$ cat config.mk
export PLATFORM = sky130hd
export DESIGN_NAME = gyro_heading_integrator
export DESIGN_NICKNAME = d
export VERILOG_FILES = /design/src/ghi_pkg.sv /design/src/ghi_serial_mul.sv /design/src/ghi_serial_div.sv /design/src/gyro_heading_integrator.sv
export SDC_FILE = /design/constraint.sdc
export NUM_CORES = 1
export LEC_CHECK = 0
export BUFFER_PORTS_ARGS = -buffer_cell sky130_fd_sc_hd__buf_2
export CORE_MARGIN = 2
export CORE_UTILIZATION = 59
export CTS_BUF_LIST = sky130_fd_sc_hd__clkbuf_2
export CTS_CLUSTER_SIZE = 10
export DETAILED_ROUTE_END_ITERATION = 16
export PLACE_DENSITY_LB_ADDON = 0.1
export SYNTH_ARGS = -nofsm -noshare
export SYNTH_HDL_FRONTEND = slang
export SYNTH_SLANG_ARGS = --single-unit
$ cat constraint.sdc
create_clock -name clk_i -period 7 [get_ports clk_i]
set_input_delay 1.4 -clock clk_i [delete_from_list [all_inputs] [get_ports clk_i]]
set_output_delay 1.4 -clock clk_i [all_outputs]
set_load 0.02 [all_outputs]
$ cat src/ghi_pkg.sv
// shared widths, fixed-point constants and scale table for the gyro heading integrator
// no dependencies; used by gyro_heading_integrator, which passes its widths to ghi_serial_mul and ghi_serial_div
package ghi_pkg;

  // field and datapath widths
  localparam int unsigned RAW_W     = 16;
  localparam int unsigned ELAPSED_W = 16;
  localparam int unsigned ANGLE_W   = 27;
  localparam int unsigned RANGE_W   = 2;
  localparam int unsigned SPU_W     = 8;
  localparam int unsigned SCALE_W   = 15;
  localparam int unsigned SUM_W     = 40;
  localparam int unsigned MAG_W     = 30;
  localparam int unsigned MUL_A_W   = SUM_W;
  localparam int unsigned MUL_B_W   = 16;
  localparam int unsigned PROD_W    = MUL_A_W + MUL_B_W;
  localparam int unsigned DEN_W     = 10;
  localparam int unsigned QUO_W     = 46;
  localparam int unsigned ACC_W     = 48;
  localparam int unsigned S_TDATA_W = 32;
  localparam int unsigned M_TDATA_W = 32;

  // rates and angles in units of 2^-24
  localparam int DEADBAND_Q = 503317;
  localparam int PI_Q       = 52707179;
  localparam int TWO_PI_Q   = 105414357;
  localparam int MS_PER_S   = 1000;
  localparam int SPU_RESET  = 10;

  // round(0.0174533 / sensitivity * 2^24) for each full-scale range
  localparam logic [SCALE_W-1:0] SCALE_K [4] = '{
    15'd2235, 15'd4471, 15'd8927, 15'd17855
  };

endpackage

$ cat src/ghi_serial_mul.sv
// unsigned shift-add multiplier, one multiplier bit per cycle
// depends on nothing; parameters come from ghi_pkg through the top level
module ghi_serial_mul #(
  parameter int unsigned A_W = 40,
  parameter int unsigned B_W = 16
) (
  input  logic               clk_i,
  input  logic               rst_ni,
  input  logic               start_i,
  input  logic [A_W-1:0]     a_i,
  input  logic [B_W-1:0]     b_i,
  output logic               done_o,
  output logic [A_W+B_W-1:0] prod_o
);

  localparam int unsigned CNT_W = $clog2(B_W + 1);

  logic               busy_q;
  logic               done_q;
  logic [CNT_W-1:0]   cnt_q;
  logic [A_W-1:0]     a_q;
  logic [A_W+B_W-1:0] p_q;
  logic [A_W:0]       part;
  logic [A_W+B_W-1:0] p_step;

  // add into the upper half, shift the whole product right
  assign part   = {1'b0, p_q[A_W+B_W-1:B_W]} + (p_q[0] ? {1'b0, a_q} : '0);
  assign p_step = {part, p_q[B_W-1:1]};

  always_ff @(posedge clk_i or negedge rst_ni) begin
    if (!rst_ni) begin
      busy_q <= 1'b0;
      done_q <= 1'b0;
      cnt_q  <= '0;
    end else begin
      done_q <= 1'b0;
      if (start_i) begin
        busy_q <= 1'b1;
        cnt_q  <= '0;
      end else if (busy_q) begin
        cnt_q <= cnt_q + CNT_W'(1);
        if (cnt_q == CNT_W'(B_W - 1)) begin
          busy_q <= 1'b0;
          done_q <= 1'b1;
        end
      end
    end
  end

  always_ff @(posedge clk_i) begin
    if (start_i) begin
      a_q <= a_i;
      p_q <= {{A_W{1'b0}}, b_i};
    end else if (busy_q) begin
      p_q <= p_step;
    end
  end

  assign done_o = done_q;
  assign prod_o = p_q;

endmodule

$ cat src/ghi_serial_div.sv
// restoring divider, one quotient bit per cycle, quotient truncated
// depends on nothing; parameters come from ghi_pkg through the top level
module ghi_serial_div #(
  parameter int unsigned NUM_W = 56,
  parameter int unsigned DEN_W = 10
) (
  input  logic             clk_i,
  input  logic             rst_ni,
  input  logic             start_i,
  input  logic [NUM_W-1:0] num_i,
  input  logic [DEN_W-1:0] den_i,
  output logic             done_o,
  output logic [NUM_W-1:0] quo_o
);

  localparam int unsigned CNT_W = $clog2(NUM_W + 1);

  logic             busy_q;
  logic             done_q;
  logic [CNT_W-1:0] cnt_q;
  logic [DEN_W-1:0] den_q;
  logic [DEN_W-1:0] rem_q;
  logic [NUM_W-1:0] quo_q;
  logic [DEN_W:0]   trial;
  logic [DEN_W:0]   diff;
  logic             ge;

  // remainder stays below the divisor, so the trial needs one extra bit only
  assign trial = {rem_q, quo_q[NUM_W-1]};
  assign diff  = trial - {1'b0, den_q};
  assign ge    = trial >= {1'b0, den_q};

  always_ff @(posedge clk_i or negedge rst_ni) begin
    if (!rst_ni) begin
      busy_q <= 1'b0;
      done_q <= 1'b0;
      cnt_q  <= '0;
    end else begin
      done_q <= 1'b0;
      if (start_i) begin
        busy_q <= 1'b1;
        cnt_q  <= '0;
      end else if (busy_q) begin
        cnt_q <= cnt_q + CNT_W'(1);
        if (cnt_q == CNT_W'(NUM_W - 1)) begin
          busy_q <= 1'b0;
          done_q <= 1'b1;
        end
      end
    end
  end

  always_ff @(posedge clk_i) begin
    if (start_i) begin
      den_q <= den_i;
      rem_q <= '0;
      quo_q <= num_i;
    end else if (busy_q) begin
      rem_q <= ge ? diff[DEN_W-1:0] : trial[DEN_W-1:0];
      quo_q <= {quo_q[NUM_W-2:0], ge};
    end
  end

  assign done_o = done_q;
  assign quo_o  = quo_q;

endmodule

$ cat src/gyro_heading_integrator.sv
// gyro heading integrator: scales z-rate samples, sums them past a deadband,
// integrates the batch average into a wrapped heading; uses ghi_pkg, ghi_serial_mul
// and ghi_serial_div
//
// the input stream carries one gyro sample per transaction: raw rate and elapsed
// milliseconds in tdata, tlast marking the final sample of a batch. every sample
// is scaled by the bit-serial multiplier, and tready stays low from each acceptance
// until that product has been summed, so no sample is taken while one is in work.
// a sample marked last then runs the batch update: divide by samples_per_update
// on the serial divider, multiply by elapsed_ms, divide by 1000, then add, wrap
// and clamp the heading; the heading appears once the final step finds the output
// register free, with tready back at the same time. the throughput is set by these
// serial multiplier and divider passes, one bit per cycle each. the output sits
// in a register: the next sample is taken while a heading waits for the receiver,
// and a stalled receiver only holds the block at the end of the following batch
// update. reset clears the sum and heading to zero and the registers to range 0
// and ten samples per update. configuration is written through cfg_we_i, while
// idle: the user must keep to that, as the block itself does not enforce it.
module gyro_heading_integrator (
  input  logic                            clk_i,
  input  logic                            rst_ni,
  // cfg_idx_i: 0 gyro_range, 1 samples_per_update
  input  logic                            cfg_we_i,
  input  logic                            cfg_idx_i,
  input  logic [ghi_pkg::SPU_W-1:0]       cfg_wdata_i,
  input  logic                            s_axis_tvalid,
  output logic                            s_axis_tready,
  // [15:0] raw_rate, [31:16] elapsed_ms
  input  logic [ghi_pkg::S_TDATA_W-1:0]   s_axis_tdata,
  // last_sample
  input  logic                            s_axis_tlast,
  output logic                            m_axis_tvalid,
  input  logic                            m_axis_tready,
  // [26:0] angle, [31:27] zero
  output logic [ghi_pkg::M_TDATA_W-1:0]   m_axis_tdata
);

  localparam int unsigned RAW_W   = ghi_pkg::RAW_W;
  localparam int unsigned EL_W    = ghi_pkg::ELAPSED_W;
  localparam int unsigned ANG_W   = ghi_pkg::ANGLE_W;
  localparam int unsigned SUM_W   = ghi_pkg::SUM_W;
  localparam int unsigned MAG_W   = ghi_pkg::MAG_W;
  localparam int unsigned PROD_W  = ghi_pkg::PROD_W;
  localparam int unsigned A_W     = ghi_pkg::MUL_A_W;
  localparam int unsigned DEN_W   = ghi_pkg::DEN_W;
  localparam int unsigned QUO_W   = ghi_pkg::QUO_W;
  localparam int unsigned ACC_W   = ghi_pkg::ACC_W;

  localparam logic CfgGyroRange = 1'b0;
  localparam logic CfgSamples   = 1'b1;

  localparam logic signed [ACC_W-1:0] PiPos  = ACC_W'(ghi_pkg::PI_Q);
  localparam logic signed [ACC_W-1:0] PiNeg  = -ACC_W'(ghi_pkg::PI_Q);
  localparam logic signed [ACC_W-1:0] TwoPi  = ACC_W'(ghi_pkg::TWO_PI_Q);
  localparam logic signed [ANG_W-1:0] AngMax = ANG_W'(ghi_pkg::PI_Q);
  localparam logic signed [ANG_W-1:0] AngMin = -ANG_W'(ghi_pkg::PI_Q);
  localparam logic [MAG_W-1:0]        Deadband = MAG_W'(ghi_pkg::DEADBAND_Q);
  localparam logic [DEN_W-1:0]        MsDiv    = DEN_W'(ghi_pkg::MS_PER_S);
  localparam logic [SUM_W:0]          SumMax   = {2'b00, {(SUM_W-1){1'b1}}};
  localparam logic [SUM_W:0]          SumMin   = {2'b11, {(SUM_W-1){1'b0}}};

  typedef enum logic [2:0] {
    ST_IDLE,
    ST_MUL_RATE,
    ST_START_AVG,
    ST_DIV_AVG,
    ST_MUL_DT,
    ST_DIV_MS,
    ST_WRAP,
    ST_FINISH
  } state_e;

  state_e                         state_q;
  logic [ghi_pkg::RANGE_W-1:0]    range_q;
  logic [ghi_pkg::SPU_W-1:0]      spu_q;
  logic                           raw_neg_q;
  logic                           last_q;
  logic [EL_W-1:0]                elapsed_q;
  logic [SUM_W-1:0]               sum_q;
  logic signed [ANG_W-1:0]        angle_q;
  logic signed [ACC_W-1:0]        acc_q;
  logic                           m_valid_q;
  logic [ANG_W-1:0]               m_data_q;

  logic                           s_accept;
  logic                           out_free;
  logic [RAW_W-1:0]               raw;
  logic [RAW_W-1:0]               raw_abs;
  logic [SUM_W-1:0]               sum_abs;
  logic [DEN_W-1:0]               spu_den;

  logic                           mul_start;
  logic [A_W-1:0]                 mul_a;
  logic [ghi_pkg::MUL_B_W-1:0]    mul_b;
  logic                           mul_done;
  logic [PROD_W-1:0]              mul_prod;

  logic                           div_start;
  logic [PROD_W-1:0]              div_num;
  logic [DEN_W-1:0]               div_den;
  logic                           div_done;
  logic [PROD_W-1:0]              div_quo;

  logic [MAG_W-1:0]               mag;
  logic                           keep;
  logic [SUM_W:0]                 rate_ext;
  logic [SUM_W:0]                 sum_add;
  logic [SUM_W-1:0]               sum_next;
  logic [ACC_W-1:0]               delta;
  logic signed [ACC_W-1:0]        acc_new;
  logic signed [ACC_W-1:0]        acc_wrap;
  logic signed [ACC_W-1:0]        acc_sat;

  assign s_axis_tready = (state_q == ST_IDLE);
  assign s_accept      = s_axis_tvalid && s_axis_tready;
  assign out_free      = !m_valid_q || m_axis_tready;

  assign raw     = s_axis_tdata[RAW_W-1:0];
  assign raw_abs = raw[RAW_W-1] ? (~raw + RAW_W'(1)) : raw;
  assign sum_abs = sum_q[SUM_W-1] ? (~sum_q + SUM_W'(1)) : sum_q;
  assign spu_den = (spu_q == '0) ? DEN_W'(1) : DEN_W'(spu_q);

  // the multiplier scales samples, then forms average times elapsed time
  assign mul_start = s_accept || ((state_q == ST_DIV_AVG) && div_done);
  assign mul_a     = (state_q == ST_IDLE) ? A_W'(ghi_pkg::SCALE_K[range_q]) : div_quo[A_W-1:0];
  assign mul_b     = (state_q == ST_IDLE) ? raw_abs : elapsed_q;

  // the divider takes the batch average, then the millisecond scaling
  assign div_start = (state_q == ST_START_AVG) || ((state_q == ST_MUL_DT) && mul_done);
  assign div_num   = (state_q == ST_START_AVG) ? PROD_W'(sum_abs) : mul_prod;
  assign div_den   = (state_q == ST_START_AVG) ? spu_den : MsDiv;

  // deadband and saturating accumulation on sign and magnitude
  assign mag      = mul_prod[MAG_W-1:0];
  assign keep     = mag >= Deadband;
  assign rate_ext = raw_neg_q ? -(SUM_W+1)'(mag) : (SUM_W+1)'(mag);
  assign sum_add  = {sum_q[SUM_W-1], sum_q} + rate_ext;
  always_comb begin
    if (sum_add[SUM_W] != sum_add[SUM_W-1]) begin
      sum_next = sum_add[SUM_W] ? SumMin[SUM_W-1:0] : SumMax[SUM_W-1:0];
    end else begin
      sum_next = sum_add[SUM_W-1:0];
    end
  end

  // the increment takes the sign of the sum
  assign delta   = sum_q[SUM_W-1] ? -ACC_W'(div_quo[QUO_W-1:0]) : ACC_W'(div_quo[QUO_W-1:0]);
  assign acc_new = ACC_W'(angle_q) + $signed(delta);

  always_comb begin
    if (acc_q > PiPos) begin
      acc_wrap = acc_q - TwoPi;
    end else if (acc_q < PiNeg) begin
      acc_wrap = acc_q + TwoPi;
    end else begin
      acc_wrap = acc_q;
    end
  end

  always_comb begin
    if (acc_q > PiPos) begin
      acc_sat = PiPos;
    end else if (acc_q < PiNeg) begin
      acc_sat = PiNeg;
    end else begin
      acc_sat = acc_q;
    end
  end

  always_ff @(posedge clk_i or negedge rst_ni) begin
    if (!rst_ni) begin
      range_q <= '0;
      spu_q   <= ghi_pkg::SPU_W'(ghi_pkg::SPU_RESET);
    end else if (cfg_we_i) begin
      case (cfg_idx_i)
        CfgGyroRange: range_q <= cfg_wdata_i[ghi_pkg::RANGE_W-1:0];
        CfgSamples:   spu_q   <= cfg_wdata_i;
        default:      ;
      endcase
    end
  end

  always_ff @(posedge clk_i or negedge rst_ni) begin
    if (!rst_ni) begin
      state_q   <= ST_IDLE;
      raw_neg_q <= 1'b0;
      last_q    <= 1'b0;
      elapsed_q <= '0;
      sum_q     <= '0;
      angle_q   <= '0;
      acc_q     <= '0;
      m_valid_q <= 1'b0;
      m_data_q  <= '0;
    end else begin
      // the final step reloads the output register itself
      if (m_valid_q && m_axis_tready && (state_q != ST_FINISH)) begin
        m_valid_q <= 1'b0;
      end
      case (state_q)
        ST_IDLE: begin
          if (s_accept) begin
            raw_neg_q <= raw[RAW_W-1];
            last_q    <= s_axis_tlast;
            elapsed_q <= s_axis_tdata[RAW_W+EL_W-1:RAW_W];
            state_q   <= ST_MUL_RATE;
          end
        end
        ST_MUL_RATE: begin
          if (mul_done) begin
            if (keep) begin
              sum_q <= sum_next;
            end
            state_q <= last_q ? ST_START_AVG : ST_IDLE;
          end
        end
        ST_START_AVG: begin
          state_q <= ST_DIV_AVG;
        end
        ST_DIV_AVG: begin
          if (div_done) begin
            state_q <= ST_MUL_DT;
          end
        end
        ST_MUL_DT: begin
          if (mul_done) begin
            state_q <= ST_DIV_MS;
          end
        end
        ST_DIV_MS: begin
          if (div_done) begin
            acc_q   <= acc_new;
            state_q <= ST_WRAP;
          end
        end
        ST_WRAP: begin
          acc_q   <= acc_wrap;
          state_q <= ST_FINISH;
        end
        ST_FINISH: begin
          if (out_free) begin
            angle_q   <= acc_sat[ANG_W-1:0];
            m_data_q  <= acc_sat[ANG_W-1:0];
            m_valid_q <= 1'b1;
            sum_q     <= '0;
            state_q   <= ST_IDLE;
          end
        end
        default: begin
          state_q <= ST_IDLE;
        end
      endcase
    end
  end

  assign m_axis_tvalid = m_valid_q;
  assign m_axis_tdata  = {{(ghi_pkg::M_TDATA_W-ANG_W){1'b0}}, m_data_q};

  ghi_serial_mul #(
    .A_W (A_W),
    .B_W (ghi_pkg::MUL_B_W)
  ) u_mul (
    .clk_i   (clk_i),
    .rst_ni  (rst_ni),
    .start_i (mul_start),
    .a_i     (mul_a),
    .b_i     (mul_b),
    .done_o  (mul_done),
    .prod_o  (mul_prod)
  );

  ghi_serial_div #(
    .NUM_W (PROD_W),
    .DEN_W (DEN_W)
  ) u_div (
    .clk_i   (clk_i),
    .rst_ni  (rst_ni),
    .start_i (div_start),
    .num_i   (div_num),
    .den_i   (div_den),
    .done_o  (div_done),
    .quo_o   (div_quo)
  );

  // heading never leaves the wrapped range
  a_angle_range: assert property (@(posedge clk_i) disable iff (!rst_ni)
    (angle_q <= AngMax) && (angle_q >= AngMin))
    else $error("heading outside wrapped range");

  // a new heading is only raised by the final update step
  a_out_source: assert property (@(posedge clk_i) disable iff (!rst_ni)
    $rose(m_valid_q) |-> $past(state_q == ST_FINISH))
    else $error("output raised outside final step");

  // the batch sum restarts once a heading has been issued
  a_sum_clear: assert property (@(posedge clk_i) disable iff (!rst_ni)
    (state_q == ST_FINISH) && out_free |=> (sum_q == '0))
    else $error("sum not cleared after update");

  // serial units only finish in the states waiting on them
  a_div_done: assert property (@(posedge clk_i) disable iff (!rst_ni)
    div_done |-> (state_q == ST_DIV_AVG) || (state_q == ST_DIV_MS))
    else $error("divider finished in an unexpected state");

  a_mul_done: assert property (@(posedge clk_i) disable iff (!rst_ni)
    mul_done |-> (state_q == ST_MUL_RATE) || (state_q == ST_MUL_DT))
    else $error("multiplier finished in an unexpected state");

endmodule
==> out/metrics.yaml <==
synthesis:
  synth_warnings: 0
  syn_area_sq_mm: 0.02732
  ys_ff_latch: 333
  synth-edff-count: 121
  synthCells: 3349
  synth_area_leaders: "dfrtp_1, edfxtp_1, ha_1"
  synth_top_area_share: 0.1466
  dominantRegCellSynth: "dfrtp_1"
  async_flop_share: 0.4865
  ys_seq_area_frac: 0.3181
  synth.distinct_cells: 90
  synth.top_cells.by_count: "nand2_1, a21oi_1, nor2_1"
  synth_top_area_cell: "dfrtp_1"
  synth_most_common_cell: "nand2_1"
  synth.avg_cell_area_sq_um: 8.157
sta:
  rsz0062_at_grt: "false"
  min_period_ns: 6.382
  fmax_ghz: 0.1567
  finClkSkew_ns: 0.1149
  period_share: 0.9117
  slew_headroom: 0.2747
  slew_viol_final: 0
  worstMarginPinSlew_ns: 1.088
  final.setup.tns_ns: 0
  setup_violations: 0
  hold_violations: 0
floorplan:
  die_x_um: 219.2
  top_level_ports: 81
  num_rows: 78
  coreArea_sq_mm: 0.04558
  design.die.area_sq_mm: 0.04804
  die_height_um: 219.2
  start_util: 0.5994
clock_tree:
  cts_resized: 0
  cts_num_sinks: 333
  cts_buffers: 92
  tritoncts: "built"
  clock_path_buffers: 3
  clkTransAtPathRegs_ns: 0.13
  cts_root_buf: "clkbuf_2"
  cts_hold_buf: 0
  clk-insertion-delay-late_ns: 1.12
  post_cts_buffers: 0
  htreeDepth: 3
worst_setup_path:
  path_delay_family: "compound AO/OA/AOI/OAI gates"
  cp_cell_sequence: "inv_1, ha_1, or3b_2, or3_1, o31ai_1, xnor2_1, ha_1, o21ai_0, a21oi_1, nand2_1, o31ai_1, a21oi_1, o211a_1, o21ai_0, a211oi_1, a311oi_1, o31a_1, buf_12, a21oi_1, a21oi_1"
  r2r-start: "u_mul.prod_o[1]"
  cp_slowest_cell: "a311oi_1"
  path_class: "reg2reg"
  start_kind: "flip-flop"
  rr_worst_depth: 20
  timing.rr.end: "sum_q[5]"
  r2r_setup_slack_ns: 0.62
  arrival_ns: 7.38
  required_ns: 8.00
  crit_top_cell: "a21oi_1"
  max_stage_delay_ns: 0.67
  critPathBufInv: 2
  critPathCaptureType: "flip-flop"
  crit_path_max_fanout: 29
final_layout:
  fillCellCount: 4042
  synthToLayoutAreaGrowth_pct: 5.835
  final_nets: 3575
  multi_input_area_sq_mm: 0.01756
  layout-drive-gt1-share: 0.09846
  fin_cells: 4036
  ff_latch_area_sq_mm: 0.008693
global_route:
  antenna_found_initial: 2
  grt_pass1_vias: 24428
  grt_pass1_wl_um: 130200
  grt_overflow: 0
  grt_start_max_net_pins: 81
  grt_use_total: 0.3397
pwr:
  p_per_area_mw_per_mm2: 455.7
  leakagePower_uw: 0.01258
  peakVddDrop_mv: 0.3788
drt:
  ant_nets: 0
  num_vias: 25842
  drc_errors: 0
  dr.pass1.iters: 6
  first_iter_violations: 2838
  wirelength_um: 81550
  viasPerCell: 6.403
  wl_per_cell_um: 20.21
place:
  numPortBuffers: 75
  place_inst: 3860
  hpwl_um: 59180
  gp_congestion: 0.9742
worst_hold_path:
  hold_class: "in2async"
run:
  max-cap-violations: 0
status:
  run_status: "finished clean"
==> how the worst max path moves through the flow <==
stage | from | endpoint | slack, ns | cells after the start
2_1_floorplan | acc_q[7] | acc_q[43] | 0.15 | 25
3_3_place_gp | u_mul.prod_o[8] | sum_q[24] | 0.95 | 21
3_5_place_dp | u_mul.prod_o[1] | sum_q[17] | 0.82 | 20
4_1_cts | u_mul.prod_o[1] | sum_q[24] | 0.74 | 20
5_1_grt | u_mul.prod_o[1] | sum_q[22] | 0.07 | 20
6_report | u_mul.prod_o[1] | sum_q[5] | 0.62 | 20
==> worst register-to-register path, cell delays in order, from the launching register on <==
cell,delay (ns)
edfxtp_1,0.45
inv_1,0.16
ha_1,0.17
or3b_2,0.47
or3_1,0.38
o31ai_1,0.26
xnor2_1,0.11
ha_1,0.35
o21ai_0,0.11
a21oi_1,0.28
nand2_1,0.09
o31ai_1,0.57
a21oi_1,0.32
o211a_1,0.37
o21ai_0,0.35
a211oi_1,0.15
a311oi_1,0.67
o31a_1,0.53
buf_12,0.25
a21oi_1,0.10
a21oi_1,0.15
==> per-layer routing <==
metal | global-route usage | share of wire
met1 | 0.4556 | 0.43
met2 | 0.5576 | 0.46
met3 | 0.05156 | 0.072
met4 | 0.1223 | 0.032
met5 | 0 | 0
==> layout make-up <==
| type | count | area share |
|---|---|---|
| multi-input combinational | 2731 | 0.6074 |
| sequential | 333 | 0.3007 |
| tap | 600 | 0.02597 |
| timing repair buffer | 113 | 0.02393 |
| clock buffer | 128 | 0.02216 |
| inverter | 83 | 0.01078 |
| clock inverter | 45 | 0.008871 |
| antenna | 3 | 0.0002597 |
==> per-stage QoR <==
stage	area, sq um	hold WS (ns)	total power [uW]	utilization	worst slack [ns]
after global routing	28910	0.3049	14230	0.6344	0.07064
after floorplan	27340	0.4455	9586	-	0.1524
after detailed placement	28010	0.4580	11530	0.6145	0.8151
final	28910	0.3855	13180	0.6344	0.6183
after CTS	28910	0.2765	13080	0.6342	0.7380
after global placement	28010	0.4547	11290	0.6145	0.9507
==> power breakdown <==
part / total [uW] / internal, uW / switching, uW
Combinational: 7990 / 3390 / 4600
Clock: 1510 / 587 / 926
Sequential: 3670 / 2820 / 854
Total: 13200 / 6790 / 6380
==> cells in the final DEF, fill, tap and decap left out, drive strengths merged, types with 9 or more instances in the layout <==
cell / netlist / final
dfrtp: 160 / 160
mux2i: 57 / 57
clkinv: 1 / 40
a21o: 85 / 85
clkbuf: 167 / 128
inv: 82 / 84
mux2: 29 / 29
edfxtp: 121 / 121
ha: 170 / 170
a2bb2oi: 11 / 11
nand3: 71 / 71
o31ai: 56 / 56
nand4: 29 / 29
or4: 27 / 27
nor3: 59 / 59
o211ai: 23 / 23
a211o: 10 / 10
xor2: 63 / 63
nor4: 28 / 28
a211oi: 32 / 32
nor2: 268 / 268
o21ai: 237 / 237
nand2: 388 / 388
o21a: 32 / 32
and2: 82 / 82
dfxtp: 50 / 50
o21bai: 22 / 22
a2111oi: 9 / 9
a31oi: 64 / 64
nor2b: 26 / 26
o22ai: 18 / 18
a21oi: 361 / 361
buf: 39 / 113
o41ai: 20 / 20
and3: 30 / 30
nand2b: 31 / 31
xnor2: 210 / 210
or3: 41 / 41
or2: 17 / 17
==> state kept, by name (all words and copies together) (netlist names), 8 cells and up <==
register      count
sum_q            40
u_div.rem_q      10
elapsed_q        16
spu_q             8
m_data_q         27
u_mul.prod_o     56
u_mul.a_q        40
u_div.den_q       9
u_div.quo_o      56
acc_q            48
==> cells by family (layout without fill, tap and decap cells) <==
logic type,after synthesis,after routing,synth area share
buffers and inverters,289,369,0.04081
xor gates and xnor gates,273,273,0.08752
AOI/OAI and AO/OA,1068,1068,0.2431
and+or+nand+nor,1122,1122,0.1954
DFF,333,333,0.3181
muxes,86,86,0.03298
other,1,8,0.0001373
adders and majority gates,177,177,0.08189
(Power assumes the default switching activity.)
